**config.mk**
```make
export PLATFORM = sky130hd
export DESIGN_NAME = integer_field_formatter
export DESIGN_NICKNAME = d
export VERILOG_FILES = /design/src/design/ifmt_pkg.sv /design/src/design/ifmt_digits.sv /design/src/design/ifmt_emit.sv /design/src/design/integer_field_formatter.sv
export SDC_FILE = /design/constraint.sdc
export NUM_CORES = 1
export LEC_CHECK = 0
export BUFFER_PORTS_ARGS = -buffer_cell sky130_fd_sc_hd__buf_4
export CORE_UTILIZATION = 35
export DETAILED_ROUTE_END_ITERATION = 8
export PLACE_DENSITY = 0.53
export SYNTH_ARGS = -nofsm -noshare
export SYNTH_HDL_FRONTEND = slang
export SYNTH_SLANG_ARGS = --single-unit
```
**constraint.sdc**
```tcl
create_clock -name clk -period 9.9 [get_ports clk]
set_clock_uncertainty 0.2 [all_clocks]
set_input_delay 0.495 -clock clk [delete_from_list [all_inputs] [get_ports clk]]
set_output_delay 0.495 -clock clk [all_outputs]
set_load 0.005 [all_outputs]
```
**src/design/ifmt_pkg.sv**
```systemverilog
// ============================================================================
// ifmt_pkg
// Shared types, codes and character helpers for the integer field formatter.
// ============================================================================
package ifmt_pkg;

    // default field limit, handed down as the top-level parameter default
    localparam int MAX_FIELD_DEF = 63;

    // request field widths
    localparam int VAL_W    = 64;
    localparam int FW_W     = 6;
    localparam int PREC_W   = 7;
    localparam int PSAT_W   = 6;
    localparam int SHORT_W  = 16;
    localparam int INT_W    = 32;

    // digit store: 22 lanes cover 64-bit octal, decimal and hex
    localparam int NDIG     = 22;
    localparam int DIGIT_W  = 4;
    localparam int DIG_AW   = $clog2(NDIG);
    localparam int NDIG_W   = $clog2(NDIG + 1);
    localparam int CNT_W    = $clog2(VAL_W);

    // conversion codes
    localparam logic [2:0] MODE_SDEC = 3'd0;
    localparam logic [2:0] MODE_UDEC = 3'd1;
    localparam logic [2:0] MODE_OCT  = 3'd2;
    localparam logic [2:0] MODE_LHEX = 3'd3;
    localparam logic [2:0] MODE_UHEX = 3'd4;

    // argument size codes
    localparam logic [1:0] SIZE_INT   = 2'd0;
    localparam logic [1:0] SIZE_SHORT = 2'd1;
    localparam logic [1:0] SIZE_LONG  = 2'd2;

    // characters
    localparam logic [7:0] ASCII_0     = 8'h30;
    localparam logic [7:0] ASCII_A_UP  = 8'h41;
    localparam logic [7:0] ASCII_A_LO  = 8'h61;
    localparam logic [7:0] ASCII_X_UP  = 8'h58;
    localparam logic [7:0] ASCII_X_LO  = 8'h78;
    localparam logic [7:0] ASCII_SPACE = 8'h20;
    localparam logic [7:0] ASCII_PLUS  = 8'h2B;
    localparam logic [7:0] ASCII_MINUS = 8'h2D;

    typedef enum logic [1:0] {
        BASE_DEC = 2'd0,
        BASE_OCT = 2'd1,
        BASE_HEX = 2'd2
    } base_t;

    // layout controls held for the length of one request
    typedef struct packed {
        logic              has_sign;
        logic [7:0]        sign_ch;
        logic [1:0]        npfx;
        logic              upper;
        logic              left;
        logic              zpad;
        logic [FW_W-1:0]   width;
        logic [PSAT_W-1:0] prec;
    } fmt_req_t;

    function automatic logic [7:0] digit_char(input logic [DIGIT_W-1:0] d,
                                              input logic upper);
        logic [7:0] ch;
        if (d < DIGIT_W'(10))
            ch = ASCII_0 + 8'(d);
        else if (upper)
            ch = ASCII_A_UP + 8'(d) - 8'd10;
        else
            ch = ASCII_A_LO + 8'(d) - 8'd10;
        return ch;
    endfunction

endpackage

```
**src/design/ifmt_digits.sv**
```systemverilog
// ============================================================================
// ifmt_digits
// Digit unit: splits a magnitude into decimal, octal or hex digits and
// finds the digit count.
// ============================================================================
module ifmt_digits
    import ifmt_pkg::*;
(
    input  logic                clk,
    input  logic                rst_n,
    input  logic                start,
    input  logic [VAL_W-1:0]    mag,
    input  base_t               base,
    input  logic [DIG_AW-1:0]   rd_addr,
    output logic [DIGIT_W-1:0]  rd_digit,
    output logic                done,
    output logic [NDIG_W-1:0]   ndig
);

    typedef enum logic [2:0] {
        D_IDLE   = 3'b001,
        D_DABBLE = 3'b010,
        D_SCAN   = 3'b100
    } dstate_t;

    dstate_t              state_reg, state_next;
    logic [DIGIT_W-1:0]   dig_reg [NDIG];
    logic [DIGIT_W-1:0]   dig_next [NDIG];
    logic [DIGIT_W-1:0]   adj [NDIG];
    logic [DIGIT_W-1:0]   loaded [NDIG];
    logic [VAL_W-1:0]     sh_reg;
    logic [CNT_W-1:0]     cnt_reg;
    logic [DIG_AW-1:0]    idx_reg;
    logic                 done_reg;
    logic [NDIG_W-1:0]    ndig_reg;
    logic [DIG_AW-1:0]    rd_idx;
    logic [NDIG*4-1:0]    mag_hex;
    logic [NDIG*3-1:0]    mag_oct;
    logic                 scan_hit;

    assign mag_hex = (NDIG*4)'(mag);
    assign mag_oct = (NDIG*3)'(mag);

    // shift-and-add-3 step over all bcd lanes, and direct split for oct/hex
    always_comb
    begin
        for (int i = 0; i < NDIG; i++)
        begin
            adj[i] = (dig_reg[i] >= DIGIT_W'(5)) ? dig_reg[i] + DIGIT_W'(3) : dig_reg[i];
            if (base == BASE_HEX)
                loaded[i] = mag_hex[4*i +: 4];
            else
                loaded[i] = {1'b0, mag_oct[3*i +: 3]};
        end
        dig_next[0] = {adj[0][2:0], sh_reg[VAL_W-1]};
        for (int i = 1; i < NDIG; i++)
            dig_next[i] = {adj[i][2:0], adj[i-1][3]};
    end

    // single read port, shared by the count scan and the emitter
    assign rd_idx   = (state_reg == D_SCAN) ? idx_reg : rd_addr;
    assign rd_digit = (rd_idx < DIG_AW'(NDIG)) ? dig_reg[rd_idx] : '0;
    assign scan_hit = (rd_digit != '0) || (idx_reg == '0);

    always_comb
    begin
        state_next = state_reg;
        unique case (state_reg)
            D_IDLE:
            begin
                if (start)
                    state_next = (base == BASE_DEC) ? D_DABBLE : D_SCAN;
            end
            D_DABBLE:
            begin
                if (cnt_reg == CNT_W'(VAL_W - 1))
                    state_next = D_SCAN;
            end
            D_SCAN:
            begin
                if (scan_hit)
                    state_next = D_IDLE;
            end
            default:
                state_next = D_IDLE;
        endcase
    end

    always_ff @(posedge clk or negedge rst_n)
    begin
        if (!rst_n)
        begin
            state_reg <= D_IDLE;
            cnt_reg   <= '0;
            idx_reg   <= '0;
            done_reg  <= 1'b0;
            ndig_reg  <= '0;
        end
        else
        begin
            state_reg <= state_next;
            done_reg  <= 1'b0;
            if (state_reg == D_IDLE && start)
            begin
                cnt_reg <= '0;
                idx_reg <= DIG_AW'(NDIG - 1);
            end
            else if (state_reg == D_DABBLE)
            begin
                cnt_reg <= cnt_reg + CNT_W'(1);
            end
            else if (state_reg == D_SCAN)
            begin
                if (scan_hit)
                begin
                    ndig_reg <= NDIG_W'(idx_reg) + NDIG_W'(1);
                    done_reg <= 1'b1;
                end
                else
                begin
                    idx_reg <= idx_reg - DIG_AW'(1);
                end
            end
        end
    end

    // digit lanes and shift source
    always_ff @(posedge clk)
    begin
        if (state_reg == D_IDLE && start)
        begin
            sh_reg <= mag;
            for (int i = 0; i < NDIG; i++)
                dig_reg[i] <= (base == BASE_DEC) ? '0 : loaded[i];
        end
        else if (state_reg == D_DABBLE)
        begin
            sh_reg <= {sh_reg[VAL_W-2:0], 1'b0};
            for (int i = 0; i < NDIG; i++)
                dig_reg[i] <= dig_next[i];
        end
    end

    assign done = done_reg;
    assign ndig = ndig_reg;

endmodule

```
**src/design/ifmt_emit.sv**
```systemverilog
// ============================================================================
// ifmt_emit
// Emitter: works out the field layout and sends one character per cycle.
// ============================================================================
module ifmt_emit
    import ifmt_pkg::*;
#(
    parameter int MAX_FIELD = MAX_FIELD_DEF
)
(
    input  logic                clk,
    input  logic                rst_n,
    input  logic                start,
    input  fmt_req_t            req,
    input  logic [NDIG_W-1:0]   ndig,
    input  logic [DIGIT_W-1:0]  rd_digit,
    output logic [DIG_AW-1:0]   rd_addr,
    output logic                strobe,
    output logic [7:0]          char_out,
    output logic                last,
    output logic                done
);

    localparam int BW = $clog2(MAX_FIELD + 26);

    typedef enum logic [4:0] {
        E_IDLE  = 5'b00001,
        E_PLAN1 = 5'b00010,
        E_PLAN2 = 5'b00100,
        E_PLAN3 = 5'b01000,
        E_RUN   = 5'b10000
    } estate_t;

    estate_t        state_reg, state_next;
    logic [BW-1:0]  body_reg, precz_reg, pad_reg, total_reg;
    logic [BW-1:0]  b1_reg, b2_reg, b3_reg, b5_reg, b6_reg;
    logic [BW-1:0]  k_reg;
    logic           strobe_reg, last_reg;
    logic [7:0]     char_reg;

    logic [BW-1:0]  prec_e, ndig_e, width_e, sign_e, npfx_e;
    logic [BW-1:0]  maxpd, wide, lead, zp, dig_off;
    logic [BW-1:0]  b2_c, b3_c, b4_c, b5_c;
    logic           is_last;
    logic [7:0]     ch;

    assign prec_e  = BW'(req.prec);
    assign ndig_e  = BW'(ndig);
    assign width_e = BW'(req.width);
    assign sign_e  = BW'(req.has_sign);
    assign npfx_e  = BW'(req.npfx);

    assign maxpd = (prec_e > ndig_e) ? prec_e : ndig_e;
    assign wide  = (width_e > body_reg) ? width_e : body_reg;
    assign lead  = (!req.left && !req.zpad) ? pad_reg : '0;
    assign zp    = (!req.left &&  req.zpad) ? pad_reg : '0;
    assign b2_c  = lead + sign_e;
    assign b3_c  = b2_c + npfx_e;
    assign b4_c  = b3_c + zp;
    assign b5_c  = b4_c + precz_reg;

    // digits go out most significant first
    assign dig_off = b6_reg - k_reg - BW'(1);
    assign rd_addr = dig_off[DIG_AW-1:0];
    assign is_last = (k_reg == total_reg - BW'(1));

    always_comb
    begin
        if (k_reg < b1_reg)
            ch = ASCII_SPACE;
        else if (k_reg < b2_reg)
            ch = req.sign_ch;
        else if (k_reg < b3_reg)
            ch = (k_reg == b2_reg) ? ASCII_0 : (req.upper ? ASCII_X_UP : ASCII_X_LO);
        else if (k_reg < b5_reg)
            ch = ASCII_0;
        else if (k_reg < b6_reg)
            ch = digit_char(rd_digit, req.upper);
        else
            ch = ASCII_SPACE;
    end

    always_comb
    begin
        state_next = state_reg;
        unique case (state_reg)
            E_IDLE:  if (start) state_next = E_PLAN1;
            E_PLAN1: state_next = E_PLAN2;
            E_PLAN2: state_next = E_PLAN3;
            E_PLAN3: state_next = E_RUN;
            E_RUN:   if (is_last) state_next = E_IDLE;
            default: state_next = E_IDLE;
        endcase
    end

    always_ff @(posedge clk or negedge rst_n)
    begin
        if (!rst_n)
        begin
            state_reg  <= E_IDLE;
            k_reg      <= '0;
            strobe_reg <= 1'b0;
            last_reg   <= 1'b0;
        end
        else
        begin
            state_reg  <= state_next;
            strobe_reg <= (state_reg == E_RUN);
            last_reg   <= (state_reg == E_RUN) && is_last;
            if (state_reg == E_PLAN3)
                k_reg <= '0;
            else if (state_reg == E_RUN)
                k_reg <= k_reg + BW'(1);
        end
    end

    always_ff @(posedge clk)
    begin
        if (state_reg == E_PLAN1)
        begin
            precz_reg <= (prec_e > ndig_e) ? prec_e - ndig_e : '0;
            body_reg  <= sign_e + npfx_e + maxpd;
        end
        if (state_reg == E_PLAN2)
        begin
            pad_reg   <= (width_e > body_reg) ? width_e - body_reg : '0;
            total_reg <= (wide > BW'(MAX_FIELD)) ? BW'(MAX_FIELD) : wide;
        end
        if (state_reg == E_PLAN3)
        begin
            b1_reg <= lead;
            b2_reg <= b2_c;
            b3_reg <= b3_c;
            b5_reg <= b5_c;
            b6_reg <= b5_c + ndig_e;
        end
        if (state_reg == E_RUN)
            char_reg <= ch;
    end

    assign strobe   = strobe_reg;
    assign char_out = char_reg;
    assign last     = last_reg;
    assign done     = (state_reg == E_RUN) && is_last;

endmodule

```
**src/design/integer_field_formatter.sv**
```systemverilog
// ============================================================================
// integer_field_formatter
// Formats one integer conversion request into ASCII characters, one per
// cycle, with the final character marked.
// ============================================================================
// A request is taken when start is high and busy is low; busy then stays
// high until the last character of the field has been sent. Characters come
// out on char_out for exactly one cycle each, marked by strobe, with last
// set on the final one; the receiver cannot stall them and must take one per
// cycle. An accepted request goes to the digit unit: decimal runs 64
// shift-and-add-3 steps with an add-3 adjust on every bcd lane, while octal
// and hex split the value straight into the lanes. A top-down scan of the
// 22-entry digit store then finds the digit count, the planning states
// PLAN1, PLAN2 and PLAN3 work out the layout, and the characters follow at
// one per cycle. A request with an unknown mode produces no characters and
// leaves busy low.
// ============================================================================
module integer_field_formatter
    import ifmt_pkg::*;
#(
    parameter int MAX_FIELD = MAX_FIELD_DEF
)
(
    input  logic                     clk,
    input  logic                     rst_n,
    input  logic                     start,
    output logic                     busy,
    input  logic [2:0]               mode,
    input  logic [VAL_W-1:0]         value,
    input  logic [1:0]               size_mode,
    input  logic                     left_justify,
    input  logic                     plus_sign,
    input  logic                     space_sign,
    input  logic                     zero_pad,
    input  logic                     alternate,
    input  logic [FW_W-1:0]          field_width,
    input  logic signed [PREC_W-1:0] precision,
    output logic                     strobe,
    output logic [7:0]               char_out,
    output logic                     last
);

    // widest width the field can use
    localparam int WMAX = (MAX_FIELD < 63) ? MAX_FIELD : 63;
    localparam int PMAX = MAX_FIELD - 3;

    typedef enum logic [2:0] {
        S_IDLE = 3'b001,
        S_CONV = 3'b010,
        S_EMIT = 3'b100
    } state_t;

    state_t              state_reg, state_next;
    fmt_req_t            req_reg, req_next;

    // request decode
    logic                mode_ok, sdec_conv, neg;
    base_t               base;
    logic [VAL_W-1:0]    sext, zext, mag;
    logic                accept, dig_start;

    // unit handshakes
    logic                dig_done, emit_start, emit_done;
    logic [NDIG_W-1:0]   ndig;
    logic [DIGIT_W-1:0]  rd_digit;
    logic [DIG_AW-1:0]   rd_addr;

    assign busy      = (state_reg != S_IDLE);
    assign accept    = start && !busy;
    assign dig_start = accept && mode_ok;

    // cut the argument to its size, both ways
    always_comb
    begin
        unique case (size_mode)
            SIZE_SHORT:
            begin
                sext = {{(VAL_W-SHORT_W){value[SHORT_W-1]}}, value[SHORT_W-1:0]};
                zext = {{(VAL_W-SHORT_W){1'b0}}, value[SHORT_W-1:0]};
            end
            SIZE_LONG:
            begin
                sext = value;
                zext = value;
            end
            default:
            begin
                sext = {{(VAL_W-INT_W){value[INT_W-1]}}, value[INT_W-1:0]};
                zext = {{(VAL_W-INT_W){1'b0}}, value[INT_W-1:0]};
            end
        endcase
    end

    // conversion decode
    always_comb
    begin
        mode_ok   = 1'b1;
        sdec_conv = 1'b0;
        base      = BASE_DEC;
        req_next  = req_reg;
        req_next.upper = 1'b0;
        unique case (mode)
            MODE_SDEC: sdec_conv = 1'b1;
            MODE_UDEC: base = BASE_DEC;
            MODE_OCT:  base = BASE_OCT;
            MODE_LHEX: base = BASE_HEX;
            MODE_UHEX:
            begin
                base = BASE_HEX;
                req_next.upper = 1'b1;
            end
            default:   mode_ok = 1'b0;
        endcase

        // signed decimal prints the magnitude; most negative value included
        neg = sdec_conv && sext[VAL_W-1];
        if (!sdec_conv)
            mag = zext;
        else if (neg)
            mag = ~sext + VAL_W'(1);
        else
            mag = sext;

        req_next.has_sign = sdec_conv && (neg || plus_sign || space_sign);
        req_next.sign_ch  = neg ? ASCII_MINUS : (plus_sign ? ASCII_PLUS : ASCII_SPACE);

        // alternate prefix only for nonzero octal or hex
        if (alternate && (zext != '0) && base == BASE_HEX)
            req_next.npfx = 2'd2;
        else if (alternate && (zext != '0) && base == BASE_OCT)
            req_next.npfx = 2'd1;
        else
            req_next.npfx = 2'd0;

        req_next.left  = left_justify;
        req_next.zpad  = zero_pad;
        req_next.width = ({1'b0, field_width} > (FW_W+1)'(WMAX)) ? FW_W'(WMAX)
                                                                 : field_width;
        // negative precision acts like none at all
        if (precision[PREC_W-1])
            req_next.prec = '0;
        else if ({1'b0, precision[PSAT_W-1:0]} > (PSAT_W+1)'(PMAX))
            req_next.prec = PSAT_W'(PMAX);
        else
            req_next.prec = precision[PSAT_W-1:0];
    end

    // request sequencer
    always_comb
    begin
        state_next = state_reg;
        unique case (state_reg)
            S_IDLE: if (dig_start) state_next = S_CONV;
            S_CONV: if (dig_done)  state_next = S_EMIT;
            S_EMIT: if (emit_done) state_next = S_IDLE;
            default: state_next = S_IDLE;
        endcase
    end

    assign emit_start = (state_reg == S_CONV) && dig_done;

    always_ff @(posedge clk or negedge rst_n)
    begin
        if (!rst_n)
            state_reg <= S_IDLE;
        else
            state_reg <= state_next;
    end

    // layout controls stay put for the whole request
    always_ff @(posedge clk)
    begin
        if (dig_start)
            req_reg <= req_next;
    end

    ifmt_digits u_digits (
        .clk      (clk),
        .rst_n    (rst_n),
        .start    (dig_start),
        .mag      (mag),
        .base     (base),
        .rd_addr  (rd_addr),
        .rd_digit (rd_digit),
        .done     (dig_done),
        .ndig     (ndig)
    );

    ifmt_emit #(
        .MAX_FIELD (MAX_FIELD)
    ) u_emit (
        .clk      (clk),
        .rst_n    (rst_n),
        .start    (emit_start),
        .req      (req_reg),
        .ndig     (ndig),
        .rd_digit (rd_digit),
        .rd_addr  (rd_addr),
        .strobe   (strobe),
        .char_out (char_out),
        .last     (last),
        .done     (emit_done)
    );

    // a marked final character only rides on a strobe
    ap_last_strobe: assert property (@(posedge clk) disable iff (!rst_n)
        last |-> strobe)
        else $error("last without strobe");

    // characters only follow a cycle of work on a request
    ap_strobe_busy: assert property (@(posedge clk) disable iff (!rst_n)
        strobe |-> $past(busy))
        else $error("character sent while idle");

    // the final character frees the block for the next request
    ap_last_free: assert property (@(posedge clk) disable iff (!rst_n)
        (strobe && last) |-> !busy)
        else $error("still busy after last character");

    // a valid request holds the block busy
    ap_accept_busy: assert property (@(posedge clk) disable iff (!rst_n)
        dig_start |=> busy)
        else $error("request taken but not busy");

    // the digit unit only finishes while a conversion is pending
    ap_done_conv: assert property (@(posedge clk) disable iff (!rst_n)
        dig_done |-> (state_reg == S_CONV))
        else $error("digit unit done outside conversion");

endmodule

```
; After elaboration in Yosys (flattened, before gate mapping)
; Memories as Yosys holds them, arrays and structs flattened.
; Cells that the tools add are included.
[word_totals]
reg_bits = 198
latchBits = 0
mem_bits_rw = 88
mem_bits_ro = 0
out_inout_bits = 11
memories = 1
[mem_list]
columns = name, words, word_bits, read_ports, rd_ports_with_merged_regs, wr, line
row1 = u_digits.dig_reg, 22, 4, 23, 0, 22, ifmt_digits.sv:27  ; logic [DIGIT_W-1:0] dig_reg [NDIG];
[classes]
add_sub_neg = 44
n_mul = 0
div_mod_pow = 0
magnitude_cmp = 33
n_eq_ne = 33
n_shift = 0
n_mux = 144
n_bitwise = 25
n_reduce_logical = 34
[ops]
columns = cell, count
row1 = $mux W4, 77
row2 = $mux W64, 4
row3 = $pmux W64 S2, 2
row4 = $ge A4 B3 Y1 const B, 22
row5 = $add A4 B2 Y4 const B, 21
row6 = $add A64 B1 Y64 const B, 1
row7 = $not A64 Y64, 1
row8 = $reduce_bool A64 Y1, 1
row9 = $mux W8, 7
row10 = $mux W3, 18
row11 = $lt A7 B7 Y1, 5
row12 = $mux W5, 7
row13 = $mux W7, 5
row14 = $mux W6, 5
row15 = $pmux W5 S5, 1
row16 = $or A1 B1 Y1, 22
row17 = $add A7 B7 Y7, 3
row18 = $pmux W3 S3, 2
row19 = $add A7 B4 Y8 const A, 2
row20 = $sub A8 B4 Y8 const B, 2
row21 = $mux W1, 15
row22 = $eq A7 B7 Y1, 2
row23 = $ne A2 B1 Y1 const B, 7
row24 = $eq A3 B2 Y1 const B, 4
row25 = 47 further kinds, 77

; Depth between registers and ports, before layout
[depth]
word_depth = 13
depth_mapped = 20
ltp_nobuf = 20

; Hierarchy
; A second synthesis with hierarchy kept.
[hier_totals]
cells_unflattened = 2240
area_unflattened_um2 = 20433.3
[by_module_without_submodules]
columns = mod, instances, cells_per_inst, area_each_um2
row1 = ifmt_digits, 1, 1145, 10786.6
row2 = ifmt_emit, 1, 552, 5947.0
row3 = integer_field_formatter, 1, 543, 3699.8

; Worst setup path after synthesis
; No wires, ideal clock.
[synth_timing]
path_type = flip-flop to flip-flop
from = register req_reg[13] (netlist bit)
to = register u_emit.b6_reg[6] (data pin)
t_arrival_ns = 3.987
required_time_ns = 9.438
path_slack_ns = 5.452
path_stages_with_launch = 19
synth_period_minus_slack_ns = 4.448
path_cell_list = edfxtp_1 nor2_1 and2_1 ha_1 ha_1 fa_1 xnor2_1 inv_1 fa_1 inv_1 fa_1 xor2_1 ha_1 inv_1 nor2_1 nor2_1 nor2b_1 o21ai_0 xnor2_1
[synth_between]
elab_chain_len = 8
[synth_rtl]
columns = item, line
row1 = start: declaration, integer_field_formatter.sv:54  ; fmt_req_t req_reg, req_next;
row2 = start signal: assignment, integer_field_formatter.sv:174  ; req_reg <= req_next;
row3 = $logic_not A1 Y1, ifmt_emit.sv:55  ; assign lead = (!req.left && !req.zpad) ? pad_reg : '0;
row4 = $logic_and A1 B1 Y1, ifmt_emit.sv:55
row5 = $mux W7, ifmt_emit.sv:55
row6 = via u_emit.lead[0], ifmt_emit.sv:42  ; logic [BW-1:0] maxpd, wide, lead, zp, dig_off;
row7 = $add A7 B1 Y7, ifmt_emit.sv:57  ; assign b2_c = lead + sign_e;
row8 = via u_emit.b2_c[1], ifmt_emit.sv:43  ; logic [BW-1:0] b2_c, b3_c, b4_c, b5_c;
row9 = $add A7 B2 Y7, ifmt_emit.sv:58  ; assign b3_c = b2_c + npfx_e;
row10 = via u_emit.b3_c[2], ifmt_emit.sv:43
row11 = $add A7 B7 Y7, ifmt_emit.sv:59  ; assign b4_c = b3_c + zp;
row12 = $add A7 B7 Y7, ifmt_emit.sv:60  ; assign b5_c = b4_c + precz_reg;
row13 = via u_emit.b5_c[3], ifmt_emit.sv:43
row14 = $add A7 B5 Y7, ifmt_emit.sv:135  ; b6_reg <= b5_c + ndig_e;
row15 = end signal: assignment, ifmt_emit.sv:135
row16 = end: declaration, ifmt_emit.sv:36  ; logic [BW-1:0] b1_reg, b2_reg, b3_reg, b5_reg, b6_reg;
; The timed path passes the listed nets, and every way through them passes these cells.
; A chain may end at the register's enable or synchronous reset.

; Worst setup path after layout
; Ends and elaborated chain as after synthesis.

==> impl_metrics.json <==
{
  "max_clock_freq_mhz": 201,
  "hp-class": "in2reg",
  "layout.nets": 2449,
  "rsz0062_at_grt": "false",
  "cp-start-kind": "register",
  "synth_warnings": 0,
  "ys.flop_type": "edfxtp_1",
  "pwr-share-seq": 0.457,
  "worstMarginPinSlew_ns": 1.23,
  "synth_edf_count": 243,
  "yosysSeqAreaShare": 0.405,
  "netlist_area_um2": 20300,
  "synth_area_leader_cell": "edfxtp_1",
  "portBuffers": 99,
  "clkPwrFrac": 0.460,
  "ioPinCount": 101,
  "period_needed_ns": 4.98,
  "core_um2": 56800,
  "antenna_left": 0,
  "setup_viol": 0,
  "vias": 17100,
  "p_sw_w": 0.000687,
  "rows": 87,
  "die_h_um": 243,
  "r2r-start": "req_reg[13]$_DFFE_PP_",
  "place_area_um2": 21800,
  "grt_pass1_vias": 16300,
  "largest_register_ffs": 88,
  "drive_gt1_frac": 0.111,
  "worstPathArrival_ns": 5.09,
  "antenna_found_initial": 0,
  "area_growth_pct": 13.4,
  "most-common-layout-cells": "243 x nand2_1, 243 x edfxtp_1, 163 x a21oi_1",
  "clock_sinks": 280,
  "first_iter_violations": 1351,
  "worst_setup_path_end_kind": "register",
  "total_leakage_power_nw": 8.85,
  "startpoint": "req_reg[13]$_DFFE_PP_",
  "synth_seq_cells": 280,
  "grt_pass1_wl_um": 95400,
  "slew_violations": 0,
  "ys_top_cells_by_area": "edfxtp_1 36%, ha_1 7.4%, nand2_1 4.5%",
  "cts_buffers": 35,
  "fin_crit_sh": 0.503,
  "grt_max_degree": 74,
  "finish.instance_area_um2": 23000,
  "post_drt_wl_per_cell_um": 20.5,
  "final_cells": 3009,
  "cts-root-buf": "clkbuf_16",
  "dp_cells": 2935,
  "grt.total_usage": 0.206,
  "clk_pin_slew_worst_paths_ns": 0.06,
  "fp.dieW_um": 243,
  "power.internal_w": 0.00209,
  "maxCapViolations": 0,
  "routed_wl_um": 61600,
  "clock_latency_ns": 0.57,
  "p_per_area_nw_per_um2": 121,
  "hpwl_um": 45800,
  "swShare": 0.247,
  "clock_path_buffers": 3,
  "worst-setup-path-type": "reg2reg",
  "drt_pre_antenna_iters": 7,
  "synth_cells": 2157,
  "hold_ws_ns": 0.0536,
  "async_flop_share": 0.132,
  "cp.required_ns": 10.01,
  "place_congestion": 0.926,
  "cts_tree": "built",
  "drcViolationCount": 0,
  "grt-ovfl-total": 0,
  "power.share.combinational": 0.083,
  "vias_per_cell": 5.67,
  "status": "finished, final reports clean",
  "hold_viol": 0,
  "vdd.ir_drop.worst_mv": 0.0830,
  "hold_start": "precision[1]",
  "start_util": 0.357,
  "antenna_cells": 0,
  "final.setup.tns_ns": 0,
  "die_area_um2": 59000,
  "ys_types": 99,
  "fillers": 5624,
  "worst-path-max-fanout": 8,
  "max_slew_margin": 0.174,
  "h-tree-depth": 2,
  "syn_avg_cell_area_um2": 9.41,
  "synth.top_cell.area_share": 0.360
}
==> power by group through the flow <==
stage	Clock [W]	Sequential, W	Combinational (W)
floorplan	0	0.00130	0.000117
global placement	0	0.00130	0.000223
detailed placement	0	0.00130	0.000223
CTS	0.00131	0.00127	0.000227
global route	0.00135	0.00127	0.000247
finish	0.00128	0.00127	0.000231
==> per-layer routing <==
metal	up-vias	GRT usage	part of all wire
met2	555	0.332	0.46
met4	0	0.0749	0.034
li1	8084	-	-
met1	8302	0.280	0.45
met5	-	0	0
met3	116	0.0285	0.055
==> through the flow <==
| step | util | worst slack [ns] | total power [W] |
|---|---|---|---|
| 2_1_floorplan | - | 5.45 | 0.00141 |
| 3_3_place_gp | 0.383 | 5.13 | 0.00152 |
| 3_5_place_dp | 0.383 | 4.99 | 0.00152 |
| 4_1_cts | 0.405 | 4.93 | 0.00281 |
| 5_1_grt | 0.405 | 4.56 | 0.00286 |
| 6_report | 0.405 | 4.92 | 0.00278 |
==> layout make-up <==
type	count	area, µm²	share of cell area
Multi-Input combinational cell	1632	11200	0.485
Sequential cell	280	8230	0.357
Timing Repair Buffer	131	1010	0.0438
Tap cell	756	946	0.0411
Clock buffer	46	927	0.0403
Inverter	146	548	0.0238
Clock inverter	18	205	0.00892
==> path summary, 6_finish.rpt <==
check | to | slack, ns | cells past startpoint
worst min register to register | state_reg[1]$_DFFE_PN0P_ | 0.30 | 1
min in group asynchronous | u_emit.state_reg[3]$_DFFE_PN0P_ | 0.24 | 2
max in group asynchronous | state_reg[0]$_DFFE_PN1P_ | 8.86 | 2
worst max-delay path | u_emit.b6_reg[6]$_DFFE_PN_ | 4.92 | 17
worst max register to register | u_emit.b6_reg[6]$_DFFE_PN_ | 4.92 | 17
worst min-delay path | req_reg[1]$_SDFFCE_PP0P_ | 0.05 | 2
==> cells by family (layout without fill, tap and decap cells) <==
logic type / Yosys count / after routing / share of synthesized area
buffers and inverters: 246 / 341 / 0.0486
XOR/XNOR: 103 / 103 / 0.0444
multiplexers: 98 / 98 / 0.0564
other: 1 / 2 / 0.000185
flip-flops: 280 / 280 / 0.405
AO/OA/AOI/OAI: 601 / 601 / 0.189
adder cells (fa/ha/maj): 133 / 133 / 0.0868
AND/OR/NAND/NOR: 695 / 695 / 0.169
==> worst max-delay path, stage by stage, from the launching register on <==
cell      delay, ns
edfxtp_1       0.46
nor2_1         0.33
and2_1         0.23
ha_1           0.19
ha_1           0.28
fa_1           0.47
xnor2_1        0.23
inv_1          0.09
fa_1           0.51
inv_1          0.07
ha_1           0.30
a21o_1         0.18
a21oi_1        0.26
xnor2_1        0.20
ha_1           0.30
nor2b_1        0.14
o21ai_0        0.20
xnor2_1        0.09
==> Yosys cell counts (all sizes together) (15+ instances only) <==
library cell  number
buf               32
nand2            246
mux2              15
ha               120
nor2             152
edfxtp           243
nor4              16
nand2b            38
nand4             19
inv              146
o21ai            162
nand3             38
a211oi            29
o221ai            22
clkbuf            68
dfrtp             34
o22ai             38
nor3b             35
a21oi            166
nor2b             23
a31oi             29
xor2              34
nor3              42
xnor2             69
a21o              24
mux2i             73
and2              22
o21a              17
==> what timing repair did <==
action	in CTS	in global routing
gates resized for setup	0	0
endpoints found under the hold margin	43	0
setup buffers	0	0
hold buffers	10	0
Power figures use the tool's default switching activity.
